**config.mk**
```make
export PLATFORM = sky130hd
export DESIGN_NAME = cac_fifo
export DESIGN_NICKNAME = d
export VERILOG_FILES = /design/src/design/cac_fifo.sv
export SDC_FILE = /design/constraint.sdc
export NUM_CORES = 1
export LEC_CHECK = 0
export ABC_CLOCK_PERIOD_IN_PS = 3800
export BUFFER_PORTS_ARGS = -buffer_cell sky130_fd_sc_hd__clkbuf_2
export CORE_MARGIN = 2
export CORE_UTILIZATION = 49
export DETAILED_ROUTE_END_ITERATION = 10
export HOLD_SLACK_MARGIN = 0.03
export PLACE_DENSITY_LB_ADDON = 0.3
export SETUP_SLACK_MARGIN = 0.5
export SYNTH_ARGS = -nofsm -noshare
export SYNTH_HDL_FRONTEND = slang
export SYNTH_SLANG_ARGS = --single-unit
```
**constraint.sdc**
```tcl
create_clock -name clk -period 3.8 [get_ports clk]
set_clock_uncertainty 0.05 [all_clocks]
set_input_delay 0.38 -clock clk [delete_from_list [all_inputs] [get_ports clk]]
set_output_delay 0.38 -clock clk [all_outputs]
set_load 0.02 [all_outputs]
```
**src/design/cac_fifo.sv**
```systemverilog
// Small register-based FIFO used between the stages and at the result side.
module cac_fifo #(
    parameter int WIDTH = 8,
    parameter int DEPTH = 2
) (
    input  logic             clk,
    input  logic             rst_n,
    input  logic             wr,
    input  logic [WIDTH-1:0] wdata,
    output logic             full,
    input  logic             rd,
    output logic [WIDTH-1:0] rdata,
    output logic             empty
);
    localparam int PTR_W = $clog2(DEPTH > 1 ? DEPTH : 2);
    localparam int CNT_W = $clog2(DEPTH + 1);

    logic [WIDTH-1:0] store_reg [DEPTH];
    logic [PTR_W-1:0] wp_reg, wp_next, rp_reg, rp_next;
    logic [CNT_W-1:0] cnt_reg, cnt_next;
    logic             do_wr, do_rd;

    assign full  = (cnt_reg == CNT_W'(DEPTH));
    assign empty = (cnt_reg == '0);
    assign do_wr = wr && !full;
    assign do_rd = rd && !empty;
    assign rdata = store_reg[rp_reg];

    always_comb
    begin
        wp_next  = wp_reg;
        rp_next  = rp_reg;
        cnt_next = cnt_reg;
        if (do_wr)
        begin
            wp_next = (32'(wp_reg) == DEPTH - 1) ? '0 : wp_reg + 1'b1;
        end
        if (do_rd)
        begin
            rp_next = (32'(rp_reg) == DEPTH - 1) ? '0 : rp_reg + 1'b1;
        end
        if (do_wr && !do_rd)
        begin
            cnt_next = cnt_reg + 1'b1;
        end
        else if (do_rd && !do_wr)
        begin
            cnt_next = cnt_reg - 1'b1;
        end
    end

    always_ff @(posedge clk or negedge rst_n)
    begin
        if (!rst_n)
        begin
            wp_reg  <= '0;
            rp_reg  <= '0;
            cnt_reg <= '0;
        end
        else
        begin
            wp_reg  <= wp_next;
            rp_reg  <= rp_next;
            cnt_reg <= cnt_next;
        end
    end

    always_ff @(posedge clk)
    begin
        if (do_wr)
        begin
            store_reg[wp_reg] <= wdata;
        end
    end
endmodule

```
Yosys cells after proc, flatten, opt, wreduce, memory -nomap -nowiden

Memory sizes are Yosys's and may differ from the RTL's.
Cells that the tools add are included.

Bits in registers: 4
RAM bits: 16
Output and inout port bits: 10
Logic and storage cells: 25
Memories: 1

Add/subtract/negate cells: 4
Equal/unequal tests: 1
Muxes and demuxes: 6
Reductions and logical operators: 10

Memory list:

| memory    | words | bits a word | read ports | clocked after memory_dff | wr ports | line | RTL |
|---|---|---|---|---|---|---|---|
| store_reg | 2     | 8           | 1          | 0                        | 1        | 18   | `logic [WIDTH-1:0] store_reg [DEPTH];` |

Operators by type and width:

| kind                                                                | number |
|---|---|
| 1-bit logical AND                                                   | 4 |
| 1-bit zero test                                                     | 4 |
| 1-bit two-way mux                                                   | 4 |
| 2-bit two-way mux                                                   | 2 |
| 1-bit adder (second input constant)                                 | 2 |
| 2-bit by 1-bit adder with 2-bit output (second input constant)      | 1 |
| 2-bit == test (second input constant)                               | 1 |
| 2-bit zero test                                                     | 1 |
| 2-bit nonzero test                                                  | 1 |
| 2-bit by 1-bit subtractor with 2-bit output (second input constant) | 1 |

Depth between registers and ports, before layout

Depth in word-level cells: 7
Mapped depth: 7

Worst setup path before layout

Ideal clock, no wire load.

Kind: flip-flop to flip-flop
Start point: register cnt_reg[0]
End point: memory store_reg[0][0] (enable)
Library setup time: 0.370 ns
Arrival time: 1.022 ns
Data required time: 3.380 ns
Slack: 2.358 ns
Stages on the path, launching flop included: 4
Path buffers: 0
Clock period less this slack: 1.442 ns
Path through: dfrtp_1 > nand2b_1 > nand2_2 > nor2_1

Cells in the longest elaborated chain, start to end: 5

Ends and longest elaborated chain:

| item                                    | line | RTL |
|---|---|---|
| start, declared                         | 20   | `logic [CNT_W-1:0] cnt_reg, cnt_next;` |
| start signal, assigned                  | 64   | `cnt_reg <= cnt_next;` |
| 2-bit == test                           | 23   | `assign full = (cnt_reg == CNT_W'(DEPTH));` |
| 1-bit zero test                         | 25   | `assign do_wr = wr && !full;` |
| 1-bit logical AND                       | 25   |  |
| 1-bit two-way mux                       | 70   | `if (do_wr)` |
| 1-bit two-way mux (implied by the code) | 72   | `store_reg[wp_reg] <= wdata;` |
| end, declared                           | 18   |  |

No other way between the ends.

Worst setup path after layout

Start point: register rp_reg
End point: output port rdata[7]

Cells in the longest elaborated chain, start to end: 1

Ends and longest elaborated chain:

| item                   | line | RTL |
|---|---|---|
| start, declared        | 19   | `logic [PTR_W-1:0] wp_reg, wp_next, rp_reg, rp_next;` |
| start signal, assigned | 63   | `rp_reg <= rp_next;` |
| memory 2 x 8 bit       | n/a  |  |
| end, declared          | 12   | `output logic [WIDTH-1:0] rdata,` |

No other way between the ends.

==> run summary <==
routed len/inst = 13.4 um
#FFs+latches synth = 20
Max VDD drop = 0.000502 V
fmax = 545 MHz
All-Layer GR Usage = 13.1%
IO Pins = 22
DRT iter0 DRCs = 0
dpl cells = 80
initial antenna violation count = 0
WP data required = 3.37 ns
max-cap violations = 0
vias in the first global route = 388
minimum clock period after layout = 1.83 ns
Core Rows = 14
Via density = 4.95
gr ovfl total = 0
hold_ws = 0.223 ns
CTS Buf Count = 3
launching element type of the critical path = flip-flop
Cells after Synth = 44
global-route wire length before repair = 1760 um
final core utilization = 62.3%
pin count of the biggest net entering global routing = 12
Final GP Congestion = 0.681
Leak = 0.397 nW
Syn Nets = 57
number of diodes = 0
HP Class = in2reg
Buffers on Ports = 21
clk slew on worst S/H paths = 0.11 ns
Final #Nets = 83
Worst Slack Setup Final = 1.97 ns
slowest stage cell on the critical path = dfrtp_1
First-pass DRT Iterations = 1
fin crit share = 48.3%
CTS tree = done
outcome = completed
die area = 0.00193 mm2
fin cells = 85
crit path cell chain = mux2_2, clkbuf_2
YS warnings = 0
Seq/Total Area, Yosys = 74.2%
synth top area cells = edfxtp_1, dfrtp_1, mux2_1
number of routed nets with antenna violations = 0
die width = 44.0 um
Crit. End Element = output pin
Initial Util = 51.9%
setup TNS = 0 ns
Cell Pwr Density = 757 mW/mm2
Setup-failing EPs final = 0
final wirelength = 1140 um
Die Ht = 44.0 um
Layout area overhead = 20.0%
Synth area leader = edfxtp_1
via count = 421
max_slew headroom = 53.0%
Pins Over Slew Limit = 0
share of the synthesized area in the top cell type = 61.4%
Sink Count = 20
clock root cell = clkbuf_4
DRC errors left = 0
share of layout cells above drive strength 1 = 40.6%
RSZ-0062 raised after global routing = no
Clock Latency Late Sink = 0.28 ns
mean area per synthesized cell = 17.8 um2
H-tree depth = 1
Max Root-Sink Buffers = 2
Setup CP Type = reg2out
Worst path max stage delay = 0.59 ns
Largest register FFs = 16
worst slew pin tran = 0.702 ns
peak fanout along the critical path = 9
Distinct cells, synth = 15
Final Hold Violating Endpoints = 0
Critical Path AT = 1.40 ns
Core Region = 0.00151 mm2
Syn Std Cell Area = 782 um2
pre-CTS setup slack = 2.13 ns
[critical path: cells and delay by family (launching register included)]
family | cells | cell delay [ns]
buffers and inverters | 1 | 0.15
flip-flops | 1 | 0.59
multiplexers | 1 | 0.38
[area by class of cell]
type	instances	area, um2
Clock buffer	3	22.5
Clock inverter	1	3.75
Fill cell	115	568
Inverter	2	7.51
Multi-Input combinational cell	21	189
Sequential cell	20	581
Tap cell	16	20.0
Timing Repair Buffer	22	115
[final timing paths]
path	from	end	slack, ns	depth (start not counted)
max reg2reg	cnt_reg[0]	store_reg[0][4]	2.14	3
min in group asynchronous	rst_n	rp_reg	0.38	2
max	rp_reg	rdata[7]	1.97	2
min	wdata[7]	store_reg[1][7]	0.22	1
min reg2reg	cnt_reg[1]	cnt_reg[1]	0.48	1
max in group asynchronous	rst_n	wp_reg	3.19	2
[layout by cell type, fill, tap and decap left out]
cell type      count
clkbuf_4           3
and3_1             1
clkbuf_2          21
mux2_2             2
dfrtp_1            4
dlygate4sd3_1      1
nand2_2            1
xnor2_1            2
clkinv_1           1
mux2_1             6
nand2b_1           1
ha_1               1
nor2_1             3
edfxtp_1          16
inv_1              2
xor2_1             2
xnor2_2            1
o21ai_1            1
[per-stage QoR]
step,power (mW),area [um2]
final,0.710,938
after global routing,0.753,938
after CTS,0.720,938
after detailed placement,0.622,902
after global placement,0.615,902
after floorplan,0.545,782
[layer usage]
metal,global-route usage [%],vias up,part of all wire (%)
met3,3.75,2,3.4
met4,5.45,0,0.62
met1,15.1,199,45
li1,-,210,-
met5,0,-,0
met2,22.6,10,51
[cell families (layout without fill, tap and decap cells)]
group / Yosys count / after routing / synth area share, %
DFF: 20 / 20 / 74.2
muxes: 8 / 8 / 11.5
and+or+nand+nor: 6 / 6 / 3.84
xor gates and xnor gates: 5 / 5 / 6.56
buffers and inverters: 3 / 28 / 1.60
adders and majority gates: 1 / 1 / 1.60
AOI/OAI and AO/OA: 1 / 1 / 0.639
[where the power goes]
part | leakage (nW) | internal [mW] | switching, mW
combinational | 0.187 | 0.113 | 0.147
sequential | 0.195 | 0.306 | 0.0476
clock | 0.0154 | 0.0381 | 0.0576
total | 0.397 | 0.457 | 0.253
[synth_stat cells, drive strengths merged]
cell type	number
o21ai	1
ha	1
xor2	2
and3	1
dfrtp	4
nor2	3
nand2	1
buf	1
edfxtp	16
inv	2
xnor2	3
mux2	8
nand2b	1
[repair_timing]
| item | 4_1_cts | 5_1_grt |
|---|---|---|
| hold buffers | 1 | 0 |
| gates resized for setup | 0 | 0 |
| endpoints found under the setup margin | 0 | 0 |
| endpoints found under the hold margin | 4 | 0 |
| buffers inserted | 0 | 0 |
(Power assumes the default switching activity.)
