File: src/design/cac_pkg.sv
// Shared types and constants for the set-associative cache core.
package cac_pkg;

    localparam int TIME_W = 32;
    localparam int CNT_W  = 32;
    localparam int LAT_W  = 16;
    localparam int CFG_W  = 16;

    typedef enum logic [2:0] {
        REG_POLICY    = 3'd0,
        REG_SET_BITS  = 3'd1,
        REG_OFF_BITS  = 3'd2,
        REG_WAYS      = 3'd3,
        REG_HIT_LAT   = 3'd4,
        REG_MISS_LAT  = 3'd5
    } cac_reg_idx_t;

    typedef enum logic {
        POL_LRU = 1'b0,
        POL_LFU = 1'b1
    } cac_policy_t;

    typedef enum logic [1:0] {
        BK_CLEAR,
        BK_IDLE,
        BK_EXEC
    } cac_bk_state_t;

    typedef struct packed {
        cac_policy_t        policy;
        logic [2:0]         set_index_bits;
        logic [4:0]         offset_bits;
        logic [3:0]         ways_in_use;
        logic [LAT_W-1:0]   hit_latency;
        logic [LAT_W-1:0]   miss_latency;
    } cac_cfg_t;

    typedef struct packed {
        logic               hit;
        logic [LAT_W-1:0]   latency;
        logic [2:0]         way;
        logic               evicted;
    } cac_res_t;

    typedef struct packed {
        logic clearing;
        logic pop;
        logic push;
    } cac_bk_stat_t;

endpackage

File: src/design/cac_front.sv
// Front end: splits an address into tag and set index for the lookup queue.
module cac_front #(
    parameter int MAX_SETS   = 64,
    parameter int ADDR_WIDTH = 32
) (
    input  cac_pkg::cac_cfg_t                              cfg,
    input  logic [ADDR_WIDTH-1:0]                          address,
    output logic [ADDR_WIDTH-1:0]                          tag,
    output logic [$clog2(MAX_SETS > 1 ? MAX_SETS : 2)-1:0] set_idx
);
    import cac_pkg::*;

    localparam int SET_W = $clog2(MAX_SETS > 1 ? MAX_SETS : 2);

    logic [5:0]            shift;
    logic [ADDR_WIDTH-1:0] shifted;
    logic [7:0]            mask;
    logic [6:0]            raw_idx;
    logic [6:0]            red;

    assign shift   = 6'(cfg.set_index_bits) + 6'(cfg.offset_bits);
    assign tag     = address >> shift;
    assign shifted = address >> cfg.offset_bits;
    assign mask    = (8'd1 << cfg.set_index_bits) - 8'd1;
    assign raw_idx = 7'(shifted) & mask[6:0];

    // reduce the index modulo the set count, one shifted compare a step
    always_comb
    begin
        red = raw_idx;
        for (int k = 6; k >= 0; k--)
        begin
            if (32'(red) >= (MAX_SETS << k))
            begin
                red = red - 7'(MAX_SETS << k);
            end
        end
    end

    assign set_idx = SET_W'(red);
endmodule

File: config.mk
export PLATFORM = sky130hd
export DESIGN_NAME = cac_front
export DESIGN_NICKNAME = d
export VERILOG_FILES = /design/src/design/cac_pkg.sv /design/src/design/cac_front.sv
export SDC_FILE = /design/constraint.sdc
export NUM_CORES = 1
export LEC_CHECK = 0
export ABC_AREA = 1
export BUFFER_PORTS_ARGS = -buffer_cell sky130_fd_sc_hd__buf_4
export CELL_PAD_IN_SITES_DETAIL_PLACEMENT = 1
export CELL_PAD_IN_SITES_GLOBAL_PLACEMENT = 1
export CORE_MARGIN = 2
export CORE_UTILIZATION = 32
export DETAILED_ROUTE_END_ITERATION = 10
export GPL_TIMING_DRIVEN = 0
export PLACE_DENSITY = 0.83
export SYNTH_ARGS = -nofsm -noshare
export SYNTH_HDL_FRONTEND = slang
export SYNTH_SLANG_ARGS = --single-unit
File: constraint.sdc
create_clock -name vclk -period 15
set_clock_uncertainty 0.2 [all_clocks]
set_input_delay 4.5 -clock vclk [all_inputs]
set_output_delay 4.5 -clock vclk [all_outputs]
set_load 0.02 [all_outputs]
; Word level (Yosys, flattened, before mapping)
; Cells that the tools add are included.
[totals]
input_bits = 77
output_inout_bits = 38
register_bits = 0
elab_cells = 9
[classes]
n_shift = 3
add_sub_neg = 3
n_mux = 1
bitwise = 1
order_cmp = 1
[ops]
columns = op, n
row1 = right shift 32 x 5 -> 7 bit, 1
row2 = right shift 32 x 6 -> 32 bit, 1
row3 = AND 7 bit, 1
row4 = "greater-or-equal comparator 7 bit, second input constant", 1
row5 = "<< shifter 1 x 3 -> 7 bit, first input constant", 1
row6 = "subtractor 7 x 1 -> 7 bit, second input constant", 1
row7 = adder 3 x 5 -> 6 bit, 1
row8 = two-way mux 6 bit, 1
row9 = "subtractor 6 x 1 -> 6 bit, second input constant", 1

; Logic depth before layout (Yosys ltp)
[depth]
word_depth = 5
ltp_mapped = 14
mapped_depth_nobuf = 11

; Worst setup path before layout
; No wires, ideal clock.
[synth_timing]
kind = input to output
from = input port cfg[37] (netlist bit)
to = output port tag[13]
stages = 14
path_buffers = 4
path_slack_ps = 3467
required_ps = 10300
t_arrival_ps = 6833
cell_sequence = clkbuf_1 > inv_2 > clkbuf_1 > fa_1 > clkbuf_1 > inv_1 > clkbuf_1 > o21ai_0 > nand2_1 > nor2_1 > nand2_1 > nand2_1 > nand2_1 > a21oi_1
[synth_via]
elab_chain_len = 2
[synth_lines]
columns = item, line_no
row1 = "start, declared", cac_front.sv:6  ; input cac_pkg::cac_cfg_t cfg,
row2 = adder 3 x 5 -> 6 bit, cac_front.sv:21  ; assign shift = 6'(cfg.set_index_bits) + 6'(cfg.offset_bits);
row3 = right shift 32 x 6 -> 32 bit, cac_front.sv:22  ; assign tag = address >> shift;
row4 = "end, declared", cac_front.sv:8  ; output logic [ADDR_WIDTH-1:0] tag,
; Every way passes these cells.

; Final worst setup path
[layout_timing]
from = input port cfg[37] (netlist bit)
to = output port tag[10]
; Same word-level chain as after synthesis.

==> metrics.md <==
| Metric | Value |
|---|---|
| Post-Synth Adder-Cell Area | 2.16% |
| WP data required | 10.30 ns |
| Post-synth top cells | nand2_1, nand3_1, nor2_1 |
| Remaining Overflow, GRT | 0 |
| DRC Markers | 0 |
| Fin crit share | 84.0% |
| Antenna-violating nets left | 0 |
| CLK BUF | 0 |
| Layout cells sized above 1 | 17.2% |
| CP startpoint kind | primary input |
| Worst Hold Class | in2out |
| Max_cap viols | 0 |
| Final setup vio count | 0 |
| LEAKAGE | 2.19 nW |
| Psw | 0.182 mW |
| Unique masters post-synth | 27 |
| XOR/XNOR Fraction of Synth Area | 1.77% |
| RSZ-0062 raised after global routing | no |
| Post-synthesis compound-gate area fraction | 10.1% |
| Die height | 105 um |
| Starting DRT DRC Count | 385 |
| Multi-input logic area | 2880 um^2 |
| Initial core utilization | 33.1% |
| Fill count | 1554 |
| Post-synth top area share | 35.0% |
| ANT cells | 0 |
| Initial antenna violation count | 0 |
| CORE AREA | 9820 um^2 |
| Comb pwr share | 100.0% |
| Switching part of the total | 65.7% |
| Die footprint | 11000 um^2 |
| Number of global-route vias before repair | 5202 |
| Syn_area_per_cell | 4.63 um^2 |
| Count of final hold-check violations | 0 |
| Post-CTS Setup Inserts | 0 |
| GRT Overall Usage | 27.8% |
| Simple-gate share of the synthesized area | 74.6% |
| Post-Syn Area | 3250 um^2 |
| Core Util, Final | 40.6% |
| Crit-path max FO | 10 |
| Worst-margin pin slew | 0.672 ns |
| Power Density | 69.7 nW/um^2 |
| Crit path kind | in2out |
| Number of detailed-route iterations in the first pass | 5 |
| Dpl hpwl | 13100 um |
| Peak supply drop | 0.0305 mV |
| WHS | 9.29 ns |
| Leading area contributor after synthesis | nand2_1 |
| Post_cts resized | 0 |
| Largest net degree at the start of global routing | 11 |
| Fmax | 0.0794 GHz |
| Layout area overhead | 22.7% |
| Outcome | finished clean |
| Internal | 0.0954 mW |
| Total power draw | 0.278 mW |
| Setup TNS Final | 0 ns |
| # rows | 36 |
| PortBufs | 76 |
| Post-Syn Instances | 701 |
| Mux contribution to synthesized area | 0% |
| Avg WL per Cell | 16.9 um |
| First-pass GRT wire length | 25500 um |
| Slew headroom | 55.2% |
| Ports | 115 |
| Die width | 105 um |
| Final WL | 15400 um |
| Num sequential | 0 |
| Hold buffer count at CTS | 0 |
| Largest family of logic cells by synthesized area | simple AND/OR/NAND/NOR gates |
| Syn_nets | 783 |
| Register area | 0 um^2 |
| YS warnings | 0 |
| Vias per cell | 5.55 |
| Vias post-DR | 5047 |
| Fin crit period | 12.60 ns |
| Clock share of power | 0% |
| Worst slack, placed | 2.52 ns |
| CP arrival | 7.90 ns |
| Most numerous cell in the Yosys netlist | nand2_1 |
| Placer Congestion | 0.994 |
| PnR worst setup slack | 2.40 ns |
| Post-synthesis sequential area ratio | 0% |
| Crit. End Element | primary output |
| Slew Limit Fails | 0 |
| Net count, final | 861 |
| Seq pwr share | 0% |
| Largest cells by area after synthesis | nand2_1, nand3_1, nor2_1, nand3_2, a21oi_1 |
-- metal layers --
metal  vias up  global-route usage, %  wire length (um)
met2       140                   47.9              7350
met5         -                      0                 0
met1      2445                   38.5              7170
met3        14                   1.37               723
met4         0                   5.62               164
li1       2448                      -                 -
-- power groups by stage --
stage	combinational, mW	clock [mW]	sequential (mW)
final	0.278	0	0
after global routing	0.307	0	0
after CTS	0.275	0	0
after detailed placement	0.274	0	0
after global placement	0.268	0	0
after floorplan	0.182	0	0
-- cell type report --
class,instances,share of cell area (%)
Tap cell,133,4.18
Multi-Input combinational cell,622,72.2
Buffer,46,6.16
Inverter,33,3.11
Timing Repair Buffer,76,14.3
-- logic make-up after synthesis --
kind of cell / Yosys count
AOI/OAI and AO/OA: 57
and+or+nand+nor: 556
adders and majority gates: 5
buffers and inverters: 79
xor gates and xnor gates: 4
-- metrics by stage --
step                      area [um^2]  std cells
final                            3980        910
after global routing             3980        910
after CTS                        3980        910
after detailed placement         3980        910
after global placement           3980        910
after floorplan                  3250        701
-- cells in the final DEF (no fill, tap or decap), types with 2 or more instances in the layout --
cell type / count
buf_6: 5
ha_1: 4
a21oi_1: 27
o211ai_1: 10
buf_4: 78
clkbuf_1: 21
buf_2: 14
inv_2: 5
inv_1: 28
o21ai_2: 5
buf_1: 3
nor3_1: 2
nor2_1: 56
xor2_2: 2
nand3_1: 171
nand2_1: 303
o21ai_0: 15
nand2_2: 4
or2_2: 3
nand3_2: 14
-- final timing paths --
path                start  cells past startpoint    endpoint  slack [ns]
setup / recovery  cfg[37]                     16     tag[10]        2.40
hold / removal    cfg[43]                      4  set_idx[3]        9.29
-- critical path, cell delays in order --
cell and delay (ns):
buf_4 0.12, clkbuf_1 0.24, inv_2 0.24, clkbuf_1 0.55
fa_1 0.52, clkbuf_1 0.19, inv_1 0.12, clkbuf_1 0.42
nand3_1 0.21, nand3_2 0.12, nand2_1 0.09, nand2_1 0.07
nand2_1 0.09, a21oi_1 0.17, nor2_1 0.06, buf_4 0.15
No activity file was read; power rests on OpenSTA's default activity.
